`src/hdl/yaz0_pkg.sv`:
```
// Shared types and constants for the Yaz0 stream decompressor.
// No dependencies; used by every module of the block except yaz0_ram.
package yaz0_pkg;

    localparam int HISTORY_DEPTH = 4096;
    localparam int HIST_AW       = 12;
    localparam int HEADER_BYTES  = 16;
    localparam int MAX_RESULTS   = 36;
    localparam logic [11:0] DIST_MASK  = 12'h0FFF;
    localparam logic [3:0]  LEN_NIBBLE = 4'hF;
    localparam logic [7:0]  CODE_TOP   = 8'h80;

    typedef struct packed {
        logic [7:0] in_byte;
        logic       stream_start;
    } item_t;

    typedef struct packed {
        logic [63:0] out_word;
        logic [3:0]  byte_count;
        logic        run_end;
        logic        stream_end;
        logic        bad_reference;
    } result_t;

    typedef enum logic [1:0] {
        CMD_HDR,
        CMD_LIT,
        CMD_COPY
    } cmd_kind_t;

    // one command per input byte that needs work in the back end
    typedef struct packed {
        cmd_kind_t   kind;
        logic [31:0] value;    // expanded length or literal byte
        logic [8:0]  len;      // copy length
        logic [11:0] dist_m1;  // copy distance minus one
    } cmd_t;

    typedef enum logic [1:0] {
        PH_CODE,
        PH_REF1,
        PH_REF2
    } phase_t;

    typedef enum logic [1:0] {
        BK_IDLE,
        BK_READ,
        BK_WRITE
    } bk_state_t;

endpackage

```
`src/hdl/yaz0_cmd_fifo.sv`:
```
// Two-entry command queue between the parser and the copy engine.
// Depends on yaz0_pkg.
module yaz0_cmd_fifo
    import yaz0_pkg::*;
(
    input  logic clk,
    input  logic rst_n,
    input  logic wr_en,
    input  cmd_t wr_cmd,
    output logic full,
    input  logic rd_en,
    output cmd_t rd_cmd,
    output logic valid
);

    cmd_t       slot_reg [2];
    logic       wptr_reg, rptr_reg;
    logic [1:0] count_reg, count_next;

    always_ff @(posedge clk)
    begin
        if (wr_en && !full)
        begin
            slot_reg[wptr_reg] <= wr_cmd;
        end
    end

    always_comb
    begin
        count_next = count_reg;
        if ((wr_en && !full) && !(rd_en && valid))
        begin
            count_next = count_reg + 2'd1;
        end
        else if (!(wr_en && !full) && (rd_en && valid))
        begin
            count_next = count_reg - 2'd1;
        end
    end

    always_ff @(posedge clk or negedge rst_n)
    begin
        if (!rst_n)
        begin
            wptr_reg  <= 1'b0;
            rptr_reg  <= 1'b0;
            count_reg <= 2'd0;
        end
        else
        begin
            if (wr_en && !full)
            begin
                wptr_reg <= ~wptr_reg;
            end
            if (rd_en && valid)
            begin
                rptr_reg <= ~rptr_reg;
            end
            count_reg <= count_next;
        end
    end

    assign full   = (count_reg == 2'd2);
    assign valid  = (count_reg != 2'd0);
    assign rd_cmd = slot_reg[rptr_reg];

endmodule

```
`config.mk`:
```
export PLATFORM = sky130hd
export DESIGN_NAME = yaz0_cmd_fifo
export DESIGN_NICKNAME = d
export VERILOG_FILES = /design/src/hdl/yaz0_pkg.sv /design/src/hdl/yaz0_cmd_fifo.sv
export SDC_FILE = /design/constraint.sdc
export NUM_CORES = 1
export LEC_CHECK = 0
export ABC_AREA = 1
export BUFFER_PORTS_ARGS = -buffer_cell sky130_fd_sc_hd__buf_2
export CAP_MARGIN = 20
export CORE_ASPECT_RATIO = 0.6
export CORE_MARGIN = 1.5
export CORE_UTILIZATION = 40
export CTS_BUF_LIST = sky130_fd_sc_hd__clkbuf_16
export DETAILED_ROUTE_END_ITERATION = 7
export MAX_ROUTING_LAYER = met4
export PLACE_DENSITY = 0.71
export RECOVER_POWER = 25
export SETUP_SLACK_MARGIN = 0.05
export SYNTH_ARGS = -nofsm -noshare
export SYNTH_HDL_FRONTEND = slang
export SYNTH_SLANG_ARGS = --single-unit
```
`constraint.sdc`:
```
create_clock -name clk -period 3.7 [get_ports clk]
set_input_delay 0.185 -clock clk [delete_from_list [all_inputs] [get_ports clk]]
set_output_delay 0.185 -clock clk [all_outputs]
set_load 0.05 [all_outputs]
```
==> run metrics <==
fraction of layout cells with a size suffix above 1 a little under a quarter; Largest delay share family, worst path buffers and inverters; # clock sinks 114; largest net degree at the start of global routing between 50 and 60; H-Tree Level Count 4; Worst Hold Margin ~0.065 ns; core area just over 10000 um^2; Ys Warns 0; post-DR wirelength/cell between 10 and 15 um; Mapped Cells roughly 320; CTS Buf Count 17; vias post-DR 2935; clk root buf clkbuf_16; CP Class flop to output pin; Sum Neg Setup Slack 0 ns; port bufs around 120; worst relative slew slack 35.00%; max-cap viol count 0; fin crit share between 60% and 70%; Hold Crit Endpoint rptr_reg$_DFFE_PN0P_; Setup crit end kind output pin; Mapped Nets around 380; share of the yosys chip area belonging to registers around 80%; Die Height between 80 and 90 um; Residual DRC 0; clock skew a little over 0.005 ns; fin util 59.26%; Critical Path Most Common Cell nand2_1; Slew Limit Fails 0; clk slew on worst S/H paths 0.05 ns; n_diodes 0; RSZ-0062 raised after global routing false; Netlist Area Pre-Place 4263 um^2; Worst R2R Setup Slack 1.55 ns; Crit path arrival time slightly above 2 ns; dpl hpwl roughly 5000 um; Placer Congestion between 0.8 and 0.9; Critical Path RT about 3.5 ns; Die ar. approximately 11000 um^2; Top Ports approximately 120; first-pass GRT wire length ~14000 um; Post-Route WL 9025 um; CTS tree done; Crit path buffers/inverters 2; cell-internal power approximately 3.2 mW; 1st-iter DRT viols ~160; Fin. Hold Viols 0; Critical R2R Launch count_reg[1]$_DFFE_PN0P_; clock power share 25.7%; commonest non-fill, non-tap cell in the layout nand2_1; Final ANT Viol Nets 0; Setup crit start kind flop; pwr dens 947.0 nW/um^2; Hold Crit Start rd_en; worst-path cell chain inv_2 > nand2_1 > nand2_1 > buf_2; Sw Pwr approximately 2.5 mW; Initial Util between 40% and 50%; Finish-stage setup viols 0; worst slew pin tran around 0.97 ns; Clock Latency Late Sink 0.39 ns; post-cts sizing count 0; crit-path max FO 56; post-CTS setup buffer count 0; DR pass1 iterations 4; syn avg cell area roughly 13 um^2; Die W about 140 um; fmax around 0.45 GHz; hold_buf cts 55; Comb power frac 41.8%; most frequent cells in the layout nand2_1 (176), edfxtp_1 (110), buf_2 (90), dlygate4sd3_1 (55), clkbuf_1 (25); switching share of power 43.68%; nets 559; number of flip-flops under the largest register name 110; post-synthesis cell type count 14; Reg power frac 32.5%; CP max stage cell inv_2; Fill cells slightly above 800; Max VDD drop between 0.5 and 0.6 mV; DR vias/cell about 4.5; Max clock buf depth 2; Synth Register Bits approximately 110; hold crit path type input pin to flop; Critical R2R Capture slot_reg[0][36]$_DFFE_PP_; Worst Reg-to-Reg Cells 6; critical path's largest stage delay ~0.70 ns; gr ovfl total 0; GRT Util Overall around 17%; vias in the first global route just under 3000; outcome completed; worst hold stages 3; FP Rows 28; post-layout min period around 2.2 ns; initial antenna violation count 0; Static Leak between 2 and 3 nW; synth-to-layout area growth 40.27%; Setup crit start rptr_reg$_DFFE_PN0P_
## metal layers
| metal | vias up | wire [um] | GRT usage, % |
|---|---|---|---|
| li1 | 1433 | - | - |
| met1 | 1379 | 4127 | 20.79 |
| met2 | 115 | 4346 | 27.36 |
| met3 | 8 | 502 | 4.945 |
| met4 | 0 | 48 | 5.899 |
| met5 | - | 0 | - |
## power by group through the flow
stage / Clock (mW) / Sequential (mW) / Combinational, mW
after floorplan: 0 / 1.86 / 1.86
after global routing: 1.55 / 1.87 / 2.53
final: 1.46 / 1.84 / 2.37
after detailed placement: 0 / 1.86 / 2.33
after global placement: 0 / 1.85 / 2.31
after CTS: 1.48 / 1.84 / 2.38
## metrics by stage
| stage | instances | area [um^2] | worst slack [ns] | total power [mW] |
|---|---|---|---|---|
| floorplan | 319 | 4263 | 0.3700 | 3.717 |
| global placement | 560 | 4923 | 1.621 | 4.156 |
| detailed placement | 560 | 4923 | 1.544 | 4.195 |
| CTS | 646 | 6011 | 1.452 | 5.707 |
| global route | 646 | 5979 | 1.268 | 5.944 |
| finish | 646 | 5979 | 1.476 | 5.663 |
## cells by family after synthesis
group | count (synthesis) | share of synthesized area [%]
simple gates | 182 | 16.14
flops | 114 | 79.84
buf+inv | 20 | 3.405
compound gates | 1 | 0.1173
xor+xnor | 1 | 0.2055
fa+ha+maj | 1 | 0.2935
## synthesized netlist by cell type, drive strengths merged
cell | n | area [um^2]
buf | 12 | 115.1
edfxtp | 110 | 3303
nor2 | 3 | 11.26
nand4 | 1 | 6.260
inv | 8 | 30.03
dfrtp | 4 | 100.1
nand2 | 176 | 660.6
nand3 | 2 | 10.01
o21ai | 1 | 5.000
ha | 1 | 12.51
xnor2 | 1 | 8.760
## area by class of cell
cell class | instances | area (um^2) | share of cell area [%]
multi-input combinational | 185 | 721.9 | 12.07
timing repair buffer | 173 | 1117 | 18.69
tap | 135 | 168.9 | 2.825
clock inverter | 14 | 111.4 | 1.862
inverter | 8 | 30.03 | 0.5022
clock buffer | 17 | 425.4 | 7.114
sequential | 114 | 3405 | 56.94
## worst min-delay path: cells and delay by family
family | cells | cell delay (ns)
simple gates | 2 | 0.14
buf+inv | 1 | 0.09
## how the worst max path moves through the flow
stage | endpoint | slack [ns] | cells past startpoint
3_5_place_dp | slot_reg[0][40]$_DFFE_PP_ | 1.54 | 6
2_1_floorplan | slot_reg[1][0]$_DFFE_PP_ | 0.37 | 3
5_1_grt | rd_cmd[35] | 1.27 | 4
4_1_cts | rd_cmd[35] | 1.45 | 4
3_3_place_gp | slot_reg[0][40]$_DFFE_PP_ | 1.62 | 6
6_report | rd_cmd[35] | 1.48 | 4
(Power assumes the default switching activity.)
