`src/hdl/yaz0_pkg.sv`:
```
// Shared types and constants for the Yaz0 stream decompressor.
// No dependencies; used by every module of the block except yaz0_ram.
package yaz0_pkg;

    localparam int HISTORY_DEPTH = 4096;
    localparam int HIST_AW       = 12;
    localparam int HEADER_BYTES  = 16;
    localparam int MAX_RESULTS   = 36;
    localparam logic [11:0] DIST_MASK  = 12'h0FFF;
    localparam logic [3:0]  LEN_NIBBLE = 4'hF;
    localparam logic [7:0]  CODE_TOP   = 8'h80;

    typedef struct packed {
        logic [7:0] in_byte;
        logic       stream_start;
    } item_t;

    typedef struct packed {
        logic [63:0] out_word;
        logic [3:0]  byte_count;
        logic        run_end;
        logic        stream_end;
        logic        bad_reference;
    } result_t;

    typedef enum logic [1:0] {
        CMD_HDR,
        CMD_LIT,
        CMD_COPY
    } cmd_kind_t;

    // one command per input byte that needs work in the back end
    typedef struct packed {
        cmd_kind_t   kind;
        logic [31:0] value;    // expanded length or literal byte
        logic [8:0]  len;      // copy length
        logic [11:0] dist_m1;  // copy distance minus one
    } cmd_t;

    typedef enum logic [1:0] {
        PH_CODE,
        PH_REF1,
        PH_REF2
    } phase_t;

    typedef enum logic [1:0] {
        BK_IDLE,
        BK_READ,
        BK_WRITE
    } bk_state_t;

endpackage

```
`src/hdl/yaz0_front.sv`:
```
// Parser: header, code bytes and token bytes; turns them into header, literal and copy commands.
// Depends on yaz0_pkg.
module yaz0_front
    import yaz0_pkg::*;
(
    input  logic  clk,
    input  logic  rst_n,
    input  logic  take,
    input  item_t item,
    output logic  cmd_wr,
    output cmd_t  cmd
);

    logic        active_reg, active_next;
    logic [4:0]  hpos_reg, hpos_next;
    logic [31:0] explen_reg, explen_next;
    logic [7:0]  code_reg, code_next;
    logic [3:0]  left_reg, left_next;
    phase_t      phase_reg, phase_next;
    logic [15:0] pend_reg, pend_next;

    logic [4:0]  hpos_cur;
    logic [31:0] explen_cur;
    logic [7:0]  code_cur;
    logic [3:0]  left_cur;
    phase_t      phase_cur;
    logic [15:0] pend_cur;
    logic [15:0] ref_word;
    logic [7:0]  b;

    always_comb
    begin
        b = item.in_byte;
        // a stream start discards all parser state
        if (item.stream_start)
        begin
            hpos_cur   = 5'd0;
            explen_cur = 32'd0;
            code_cur   = 8'd0;
            left_cur   = 4'd0;
            phase_cur  = PH_CODE;
            pend_cur   = 16'd0;
        end
        else
        begin
            hpos_cur   = hpos_reg;
            explen_cur = explen_reg;
            code_cur   = code_reg;
            left_cur   = left_reg;
            phase_cur  = phase_reg;
            pend_cur   = pend_reg;
        end
        ref_word = pend_cur | {8'd0, b};

        active_next = active_reg | (take & item.stream_start);
        hpos_next   = hpos_reg;
        explen_next = explen_reg;
        code_next   = code_reg;
        left_next   = left_reg;
        phase_next  = phase_reg;
        pend_next   = pend_reg;
        cmd_wr      = 1'b0;
        cmd         = '{kind: CMD_LIT, value: 32'd0, len: 9'd0, dist_m1: 12'd0};

        if (take && (active_reg || item.stream_start))
        begin
            hpos_next   = hpos_cur;
            explen_next = explen_cur;
            code_next   = code_cur;
            left_next   = left_cur;
            phase_next  = phase_cur;
            pend_next   = pend_cur;
            if (hpos_cur < 5'(HEADER_BYTES))
            begin
                if (hpos_cur >= 5'd4 && hpos_cur <= 5'd7)
                begin
                    explen_next = {explen_cur[23:0], b};
                end
                hpos_next = hpos_cur + 5'd1;
                if (hpos_cur == 5'(HEADER_BYTES - 1))
                begin
                    cmd_wr    = 1'b1;
                    cmd.kind  = CMD_HDR;
                    cmd.value = explen_next;
                end
            end
            else
            begin
                case (phase_cur)
                    PH_REF1:
                    begin
                        pend_next = ref_word;
                        if (ref_word[15:12] == 4'd0)
                        begin
                            phase_next = PH_REF2;
                        end
                        else
                        begin
                            cmd_wr       = 1'b1;
                            cmd.kind     = CMD_COPY;
                            cmd.len      = 9'(ref_word[15:12]) + 9'd2;
                            cmd.dist_m1  = ref_word[11:0] & DIST_MASK;
                            code_next    = {code_cur[6:0], 1'b0};
                            left_next    = (left_cur != 4'd0) ? left_cur - 4'd1 : 4'd0;
                            phase_next   = PH_CODE;
                        end
                    end
                    PH_REF2:
                    begin
                        cmd_wr      = 1'b1;
                        cmd.kind    = CMD_COPY;
                        cmd.len     = 9'(b) + 9'(LEN_NIBBLE) + 9'd3;
                        cmd.dist_m1 = pend_cur[11:0] & DIST_MASK;
                        code_next   = {code_cur[6:0], 1'b0};
                        left_next   = (left_cur != 4'd0) ? left_cur - 4'd1 : 4'd0;
                        phase_next  = PH_CODE;
                    end
                    default:
                    begin
                        phase_next = PH_CODE;
                        if (left_cur == 4'd0)
                        begin
                            code_next = b;
                            left_next = 4'd8;
                        end
                        else if ((code_cur & CODE_TOP) != 8'd0)
                        begin
                            cmd_wr    = 1'b1;
                            cmd.kind  = CMD_LIT;
                            cmd.value = {24'd0, b};
                            code_next = {code_cur[6:0], 1'b0};
                            left_next = left_cur - 4'd1;
                        end
                        else
                        begin
                            pend_next  = {b, 8'd0};
                            phase_next = PH_REF1;
                        end
                    end
                endcase
            end
        end
    end

    always_ff @(posedge clk or negedge rst_n)
    begin
        if (!rst_n)
        begin
            active_reg <= 1'b0;
            hpos_reg   <= 5'd0;
            explen_reg <= 32'd0;
            code_reg   <= 8'd0;
            left_reg   <= 4'd0;
            phase_reg  <= PH_CODE;
            pend_reg   <= 16'd0;
        end
        else
        begin
            active_reg <= active_next;
            hpos_reg   <= hpos_next;
            explen_reg <= explen_next;
            code_reg   <= code_next;
            left_reg   <= left_next;
            phase_reg  <= phase_next;
            pend_reg   <= pend_next;
        end
    end

endmodule

```
`config.mk`:
```
export PLATFORM = sky130hd
export DESIGN_NAME = yaz0_front
export DESIGN_NICKNAME = d
export VERILOG_FILES = /design/src/hdl/yaz0_pkg.sv /design/src/hdl/yaz0_front.sv
export SDC_FILE = /design/constraint.sdc
export NUM_CORES = 1
export LEC_CHECK = 0
export BUFFER_PORTS_ARGS = -buffer_cell sky130_fd_sc_hd__buf_2
export CORE_MARGIN = 2
export CORE_UTILIZATION = 50
export CTS_BUF_LIST = sky130_fd_sc_hd__clkbuf_8
export CTS_CLUSTER_SIZE = 30
export DETAILED_ROUTE_END_ITERATION = 12
export GPL_TIMING_DRIVEN = 0
export PLACE_DENSITY_LB_ADDON = 0.05
export SYNTH_ARGS = -nofsm -noshare
export SYNTH_HDL_FRONTEND = slang
export SYNTH_SLANG_ARGS = --single-unit
```
`constraint.sdc`:
```
create_clock -name clk -period 8.2 [get_ports clk]
set_input_delay 2.05 -clock clk [delete_from_list [all_inputs] [get_ports clk]]
set_output_delay 2.05 -clock clk [all_outputs]
set_load 0.01 [all_outputs]
```
==> run_results.csv, run 1 <==
group,metric,value,unit
sta,worst-slew-pin-transition,0.899,ns
global_route,grt_max_degree,69,
layout,area_growth,14.3,%
logic_synthesis,synth-compound-area-share,30.5,%
setup_path,startpoint_type,"input port",
logic_synthesis,ys_seq_area_share,39.5,%
routing,dr_wl_met3,893,um
routing,avgRoutedWirePerCell,18.2,um
layout,largest_reg_flops,32,
logic_synthesis,async_reset_ff_share,100,%
floorplan,initial_core_util,51.9,%
logic_synthesis,netlist_area,0.00431,mm^2
global_route,grt_pass1_wl,21.3,mm
logic_synthesis,ys_seq_elements,68,
global_route,antenna_found_initial,0,
routing,remaining_drc_errors,0,
floorplan,fp.dieW,96.8,um
run_status,status,"finished clean",
pwr,p_sw,0.195,mW
global_route,grt_usage,27.7,%
floorplan,design.die.area,0.00938,mm^2
layout,drive_above_1_share,19.5,%
pwr,total_power,0.696,mW
cts,post_cts.repair.setup_buffers,0,
logic_synthesis,synth_cell_types,56,
sta,fin_skew,0.00996,ns
layout,fill_cells,777,
logic_synthesis,synth_top_family_by_area,"compound AO/OA/AOI/OAI gates",
routing,wl_met2,5.72,mm
sta,slew_violations,0,
logic_synthesis,synth-simple-area-share,20.4,%
logic_synthesis,synth_mux_area_share,0,%
routing,postRouteAntennaNets,0,
hold_path,hold_class,"flip-flop to flip-flop",
cts,cts_resized,0,
cts,clkLatencyLatePin,0.35,ns
routing,highest_layer,"met4",
place,dp_hpwl,8.92,mm
logic_synthesis,synth_fa_ha_area_share,1.74,%
run,maxCapViolCount,0,
cts,cts_tree,"yes",
floorplan,num_io_pins,68,
sta,fmax,140,MHz
pwr,p_seq_share,50.5,%
pwr,swShare,28.0,%
sta,slew_headroom,39.5,%
sta,final.setup.tns,0,ns
cts,cts.path.max_buffers,2,
setup_path,crit_path_end_kind,"output port",
pwr,p_comb_share,11.0,%
pwr,power_frac_clock,38.5,%
routing,routed-via-count,4296,
layout,regArea,0.00170,mm^2
routing,vias_per_cell,6.19,
cts,cts.sinks,68,
global_route,grt_overflow,0,
setup_path,crit_required,6.15,ns
routing,wl_met1,5.74,mm
logic_synthesis,synth_edf_count,0,
logic_synthesis,ys_warn_count,0,
logic_synthesis,synth_xor_area_share,1.63,%
routing,wirelength,12.6,mm
cts,cts_inserted_buffers,9,
routing,drtPass1Iterations,5,
sta,setup_viol,0,
layout,multi_input_area,0.00234,mm^2
layout,diodes,0,
place,port_buffers,60,
logic_synthesis,syn-instance-count,514,
floorplan,fp-row-count,33,
setup_path,worstSetupPathType,"input port to output port",
pwr,internal-power,0.501,mW
floorplan,die_h,96.8,um
pwr,worst_ir_drop_vdd,0.0822,mV
logic_synthesis,postSynthAreaPerCell,8.38,um^2
cts,path_clk_slew,0.07,ns
floorplan,core_area,0.00830,mm^2
layout,nets,603,
sta,hold_viol_final,0,
place,place.gp.congestion,0.936,
cts,cts-root-buf,"clkbuf_8",
setup_path,arrival,5.09,ns
cts,h-tree-depth,3,
logic_synthesis,syn_nets,532,
setup_path,cp_max_fo,10,
routing,drt_iter0_markers,319,
sta,rsz0062_at_grt,"false",
global_route,grt_pass1_vias,4189,
logic_synthesis,ys.flop_type,"dfrtp_1",
sta,fin_crit_sh,87.1,%
pwr,cellLeakagePower,2.11,nW
cts,postCtsHoldBufs,0,
pwr,p_per_area,141,mW/mm^2
sta,period_needed,7.14,ns
metrics by stage:
stage	hold slack, ns	instance area (um^2)	setup slack (ns)	util [%]	std cells
2_1_floorplan	0.460	4310	1.73	-	514
3_3_place_gp	0.485	4740	1.14	57.1	679
3_5_place_dp	0.498	4740	1.13	57.2	679
4_1_cts	0.515	4920	1.12	59.3	694
5_1_grt	0.545	4920	0.769	59.3	694
6_report	0.514	4920	1.06	59.3	694
logic make-up (layout without fill, tap and decap cells):
family / Yosys count / in the layout
flip-flops: 68 / 68
AND/OR/NAND/NOR: 183 / 183
adder cells (fa/ha/maj): 6 / 6
buffers and inverters: 54 / 129
AO/OA/AOI/OAI: 195 / 195
XOR/XNOR: 8 / 8
final cells by class:
class / count / area share [%]
buffer: 46 / 4.78
clock buffer: 9 / 2.52
clock inverter: 6 / 1.17
inverter: 8 / 0.610
multi-input combinational: 392 / 47.6
sequential: 68 / 34.6
tap: 105 / 2.67
timing repair buffer: 60 / 6.15
layer usage:
layer	global-route usage, %	vias up
met5	0	-
met4	9.43	0
met3	5.35	27
met2	43.3	185
met1	38.8	2061
li1	-	2023
cells in the mapped netlist (3+ instances only):
library cell / n / area share [%]
nand4_1: 8 / 1.2
nor2_1: 12 / 1.0
a32o_1: 8 / 1.9
nand2b_1: 8 / 1.2
dfrtp_1: 68 / 39
nand3_1: 4 / 0.46
nor2b_1: 7 / 1.0
xnor2_1: 4 / 0.81
o21ai_0: 40 / 4.6
clkbuf_1: 23 / 2.0
o21ai_1: 4 / 0.46
nand2_1: 104 / 9.1
xor2_1: 4 / 0.81
a21oi_1: 54 / 6.3
nor4_1: 4 / 0.58
a22o_1: 17 / 3.5
ha_1: 6 / 1.7
inv_1: 8 / 0.70
a21boi_0: 8 / 1.4
a31o_2: 8 / 1.6
buf_2: 16 / 1.9
a22oi_1: 27 / 4.7
a221o_1: 7 / 1.6
and2_1: 5 / 0.73
nor3_1: 16 / 1.9
a21o_1: 3 / 0.52
buf_6: 5 / 1.3
worst max-delay path, stage by stage:
cell and delay [ns]:
buf_6 0.12, buf_2 0.18, inv_1 0.17, clkbuf_1 0.45, nand2_1 0.15, ha_1 0.32, buf_2 0.18, nor3b_1 0.27
nand3_1 0.29, buf_2 0.29, nor3_1 0.25, a21boi_0 0.21, buf_2 0.16
layout by cell type, fill, tap and decap left out, types with 5 or more instances in the layout:
cell,n
nand2_1,104
buf_2,75
dfrtp_1,68
a21oi_1,54
o21ai_0,40
a22oi_1,27
clkbuf_1,23
a22o_1,17
nor3_1,16
nor2_1,12
inv_1,9
clkbuf_8,9
nand4_1,8
nand2b_1,8
a21boi_0,8
a32o_1,8
a31o_2,8
nor2b_1,7
a221o_1,7
ha_1,6
buf_6,5
and2_1,5
power by group through the flow:
stage | Sequential [mW] | Clock, mW | Combinational, mW
after floorplan | 0.355 | 0 | 0.0493
after global placement | 0.358 | 0 | 0.0748
after detailed placement | 0.358 | 0 | 0.0758
after CTS | 0.351 | 0.272 | 0.0761
after global routing | 0.353 | 0.289 | 0.0844
final | 0.352 | 0.268 | 0.0763
final timing paths:
path | start | slack, ns | endpoint | cells after the start
min reg2reg | explen_reg[26]$_DFFE_PN0P_ | 0.51 | explen_reg[26]$_DFFE_PN0P_ | 2
max in group asynchronous | rst_n | 5.81 | pend_reg[1]$_DFFE_PN0P_ | 1
max | item[0] | 1.06 | cmd[3] | 13
min | explen_reg[26]$_DFFE_PN0P_ | 0.51 | explen_reg[26]$_DFFE_PN0P_ | 2
max reg2reg | phase_reg[1]$_DFFE_PN0P_ | 5.91 | pend_reg[7]$_DFFE_PN0P_ | 9
min in group asynchronous | rst_n | 1.82 | left_reg[2]$_DFFE_PN0P_ | 1
Note: power is estimated with default switching activity, not from simulation.
==> inputs of run 2 (changes only) <==
--- a/config.mk
+++ b/config.mk
@@ -6,8 +6,10 @@
 export NUM_CORES = 1
 export LEC_CHECK = 0
 export BUFFER_PORTS_ARGS = -buffer_cell sky130_fd_sc_hd__buf_2
+export CELL_PAD_IN_SITES_DETAIL_PLACEMENT = 1
+export CELL_PAD_IN_SITES_GLOBAL_PLACEMENT = 2
 export CORE_MARGIN = 2
-export CORE_UTILIZATION = 50
+export CORE_UTILIZATION = 38
 export CTS_BUF_LIST = sky130_fd_sc_hd__clkbuf_8
 export CTS_CLUSTER_SIZE = 30
 export DETAILED_ROUTE_END_ITERATION = 12
==> constraint.sdc (replaced) <==
create_clock -name clk -period 8.5 [get_ports clk]
set_input_delay 2.125 -clock clk [delete_from_list [all_inputs] [get_ports clk]]
set_output_delay 2.125 -clock clk [all_outputs]
set_load 0.01 [all_outputs]
==> run 2 against run 1 <==
  * Sequential power down 3%
  * Combinational power is 1% higher
  * Die area rose by 30%
  * Design area up 0.43%
  * Final cell count grew 4.9%
  * Critical path depth rose by 1
  * Critical path type unchanged
  * Hold slack worse by 0.0063 ns
  * Global-route usage shrank 1.7 points
  * Core utilization fell by 14 points
  * Wire length up 21%
  * Via count increased by 0.61%
==> run_results.csv, run 2 (synthesis results as in run 1) <==
group,metric,value,unit
floorplan,design.die.area,0.0122,mm^2
setup_path,cp_num_buf_inv,8,
setup_path,cp_max_fo,10,
pwr,cellLeakagePower,2.11,nW
pwr,worst_ir_drop_vdd,0.0873,mV
pwr,p_sw,0.190,mW
cts,postCtsHoldBufs,0,
global_route,grt_usage,26.0,%
routing,drtPass1Iterations,4,
setup_path,crit_required,6.38,ns
pwr,internal-power,0.450,mW
layout,drive_above_1_share,18.9,%
layout,nets,604,
cts,clkLatencyLatePin,0.37,ns
pwr,p_per_area,129,mW/mm^2
setup_path,path_common_cell,"buf_2",
floorplan,core_area,0.0109,mm^2
place,dp_hpwl,10.8,mm
layout,finalInstanceArea,0.00495,mm^2
place,placed_area,0.00481,mm^2
floorplan,fp.dieW,110,um
hold_path,hold_class,"flip-flop to flip-flop",
run,maxCapViolCount,0,
global_route,grt_overflow,0,
setup_path,startpoint_type,"input port",
setup_path,cp_slowest_cell,"clkbuf_1",
layout,regArea,0.00170,mm^2
sta,slew_headroom,44.4,%
sta,worst-slew-pin-transition,0.826,ns
setup_path,cp_cell_sequence,"buf_6 -> buf_2 -> inv_1 -> clkbuf_1 -> nand2_1 -> inv_1 -> ha_1 -> buf_2 -> nor3b_1 -> nand3_1 -> buf_2 -> nor3_1 -> a21boi_0 -> buf_2",
sta,fin_skew,0.00903,ns
sta,slew_violations,0,
layout,multi_input_area,0.00234,mm^2
sta,hold_viol_final,0,
floorplan,initial_core_util,39.4,%
pwr,total_power,0.640,mW
run_status,status,"finished clean",
cts,path_clk_slew,0.07,ns
layout,diodes,0,
global_route,grt_pass1_vias,4664,
routing,wirelength,15.2,mm
setup_path,cp_slowest_stage_delay,0.45,ns
routing,drt_iter0_markers,242,
setup_path,r2r_setup_slack,6.05,ns
cts,cts.path.max_buffers,2,
sta,setup_viol,0,
layout,layout_commonest_cell,"nand2_1",
layout,largest_reg_flops,32,
pwr,power_frac_clock,34.8,%
cts,cts.sinks,68,
routing,avgRoutedWirePerCell,20.9,um
pwr,swShare,29.7,%
sta,final.setup.tns,0,ns
sta,fmax,134,MHz
cts,cts_resized,0,
sta,fin_crit_sh,87.8,%
cts,cts_inserted_buffers,9,
place,place.gp.congestion,0.848,
place,port_buffers,60,
setup_path,crit_path_end_kind,"output port",
sta,period_needed,7.46,ns
cts,h-tree-depth,3,
pwr,p_seq_share,53.1,%
routing,vias_per_cell,5.94,
setup_path,arrival,5.34,ns
global_route,grt_max_degree,36,
pwr,p_comb_share,12.1,%
layout,fill_cells,1370,
setup_path,crit_family,"buffers and inverters",
routing,remaining_drc_errors,0,
floorplan,die_h,110,um
layout,layout_common_cells,"104 x nand2_1, 75 x buf_2, 68 x dfrtp_1",
sta,rsz0062_at_grt,"false",
layout,area_growth,14.8,%
cts,post_cts.repair.setup_buffers,0,
routing,postRouteAntennaNets,0,
sta,fin_hold_ws,0.508,ns
routing,routed-via-count,4322,
floorplan,num_io_pins,68,
layout,finalCoreUtilization,45.2,%
cts,cts-root-buf,"clkbuf_8",
global_route,antenna_found_initial,0,
setup_path,worstSetupPathType,"input port to output port",
cts,cts_tree,"yes",
global_route,grt_pass1_wl,25.4,mm
floorplan,fp-row-count,38,
-- run 2: cell count changes in the layout (fill, tap and decap cells not counted), sizes merged --
cell,change
bufinv,-1
clkinv,-4
buf,+1
inv,+3
-- run 2: power by group through the flow --
| stage | Sequential, mW | Combinational (mW) | Clock [mW] |
|---|---|---|---|
| 6_report | 0.340 | 0.0774 | 0.222 |
| 5_1_grt | 0.341 | 0.0866 | 0.243 |
| 4_1_cts | 0.340 | 0.0786 | 0.230 |
| 3_5_place_dp | 0.346 | 0.0784 | 0 |
| 3_3_place_gp | 0.346 | 0.0756 | 0 |
| 2_1_floorplan | 0.343 | 0.0475 | 0 |
-- run 2: path summary, 6_finish.rpt --
kind,cells after the start,from,to
setup reg to reg,9,phase_reg[1]$_DFFE_PN0P_,pend_reg[3]$_DFFE_PN0P_
setup / recovery,14,item[0],cmd[3]
hold / removal,2,hpos_reg[1]$_DFFE_PN0P_,hpos_reg[1]$_DFFE_PN0P_
min in group asynchronous,1,rst_n,explen_reg[27]$_DFFE_PN0P_
max in group asynchronous,2,rst_n,pend_reg[7]$_DFFE_PN0P_
hold reg to reg,2,hpos_reg[1]$_DFFE_PN0P_,hpos_reg[1]$_DFFE_PN0P_
-- run 2: area by class of cell --
cell class / count / area share (%)
multi-input cells: 392 / 47.4
inverters: 8 / 0.607
well taps: 140 / 3.54
repair buffers: 61 / 6.53
plain buffers: 46 / 4.76
clock inverters: 4 / 0.304
clock buffers: 9 / 2.50
flip-flops and latches: 68 / 34.4
-- run 2: metal layers --
metal	up-vias	global-route usage, %	routed length (um)
met4	0	9.92	356
met1	2197	33.2	6650
met5	-	0	0
met3	23	3.73	479
li1	2024	-	-
met2	78	44.7	7730
-- run 2: stage by stage --
step                      setup WS [ns]  cells
after CTS                          1.02    728
after global placement             1.10    714
after floorplan                    1.88    514
after detailed placement           1.05    715
after global routing              0.731    728
final                              1.04    728
-- run 2: tightest hold or removal path: cells and delay by family (launching register included) --
kind	cells	cell delay [ns]
flip-flops	1	0.37
AND/OR/NAND/NOR	2	0.12
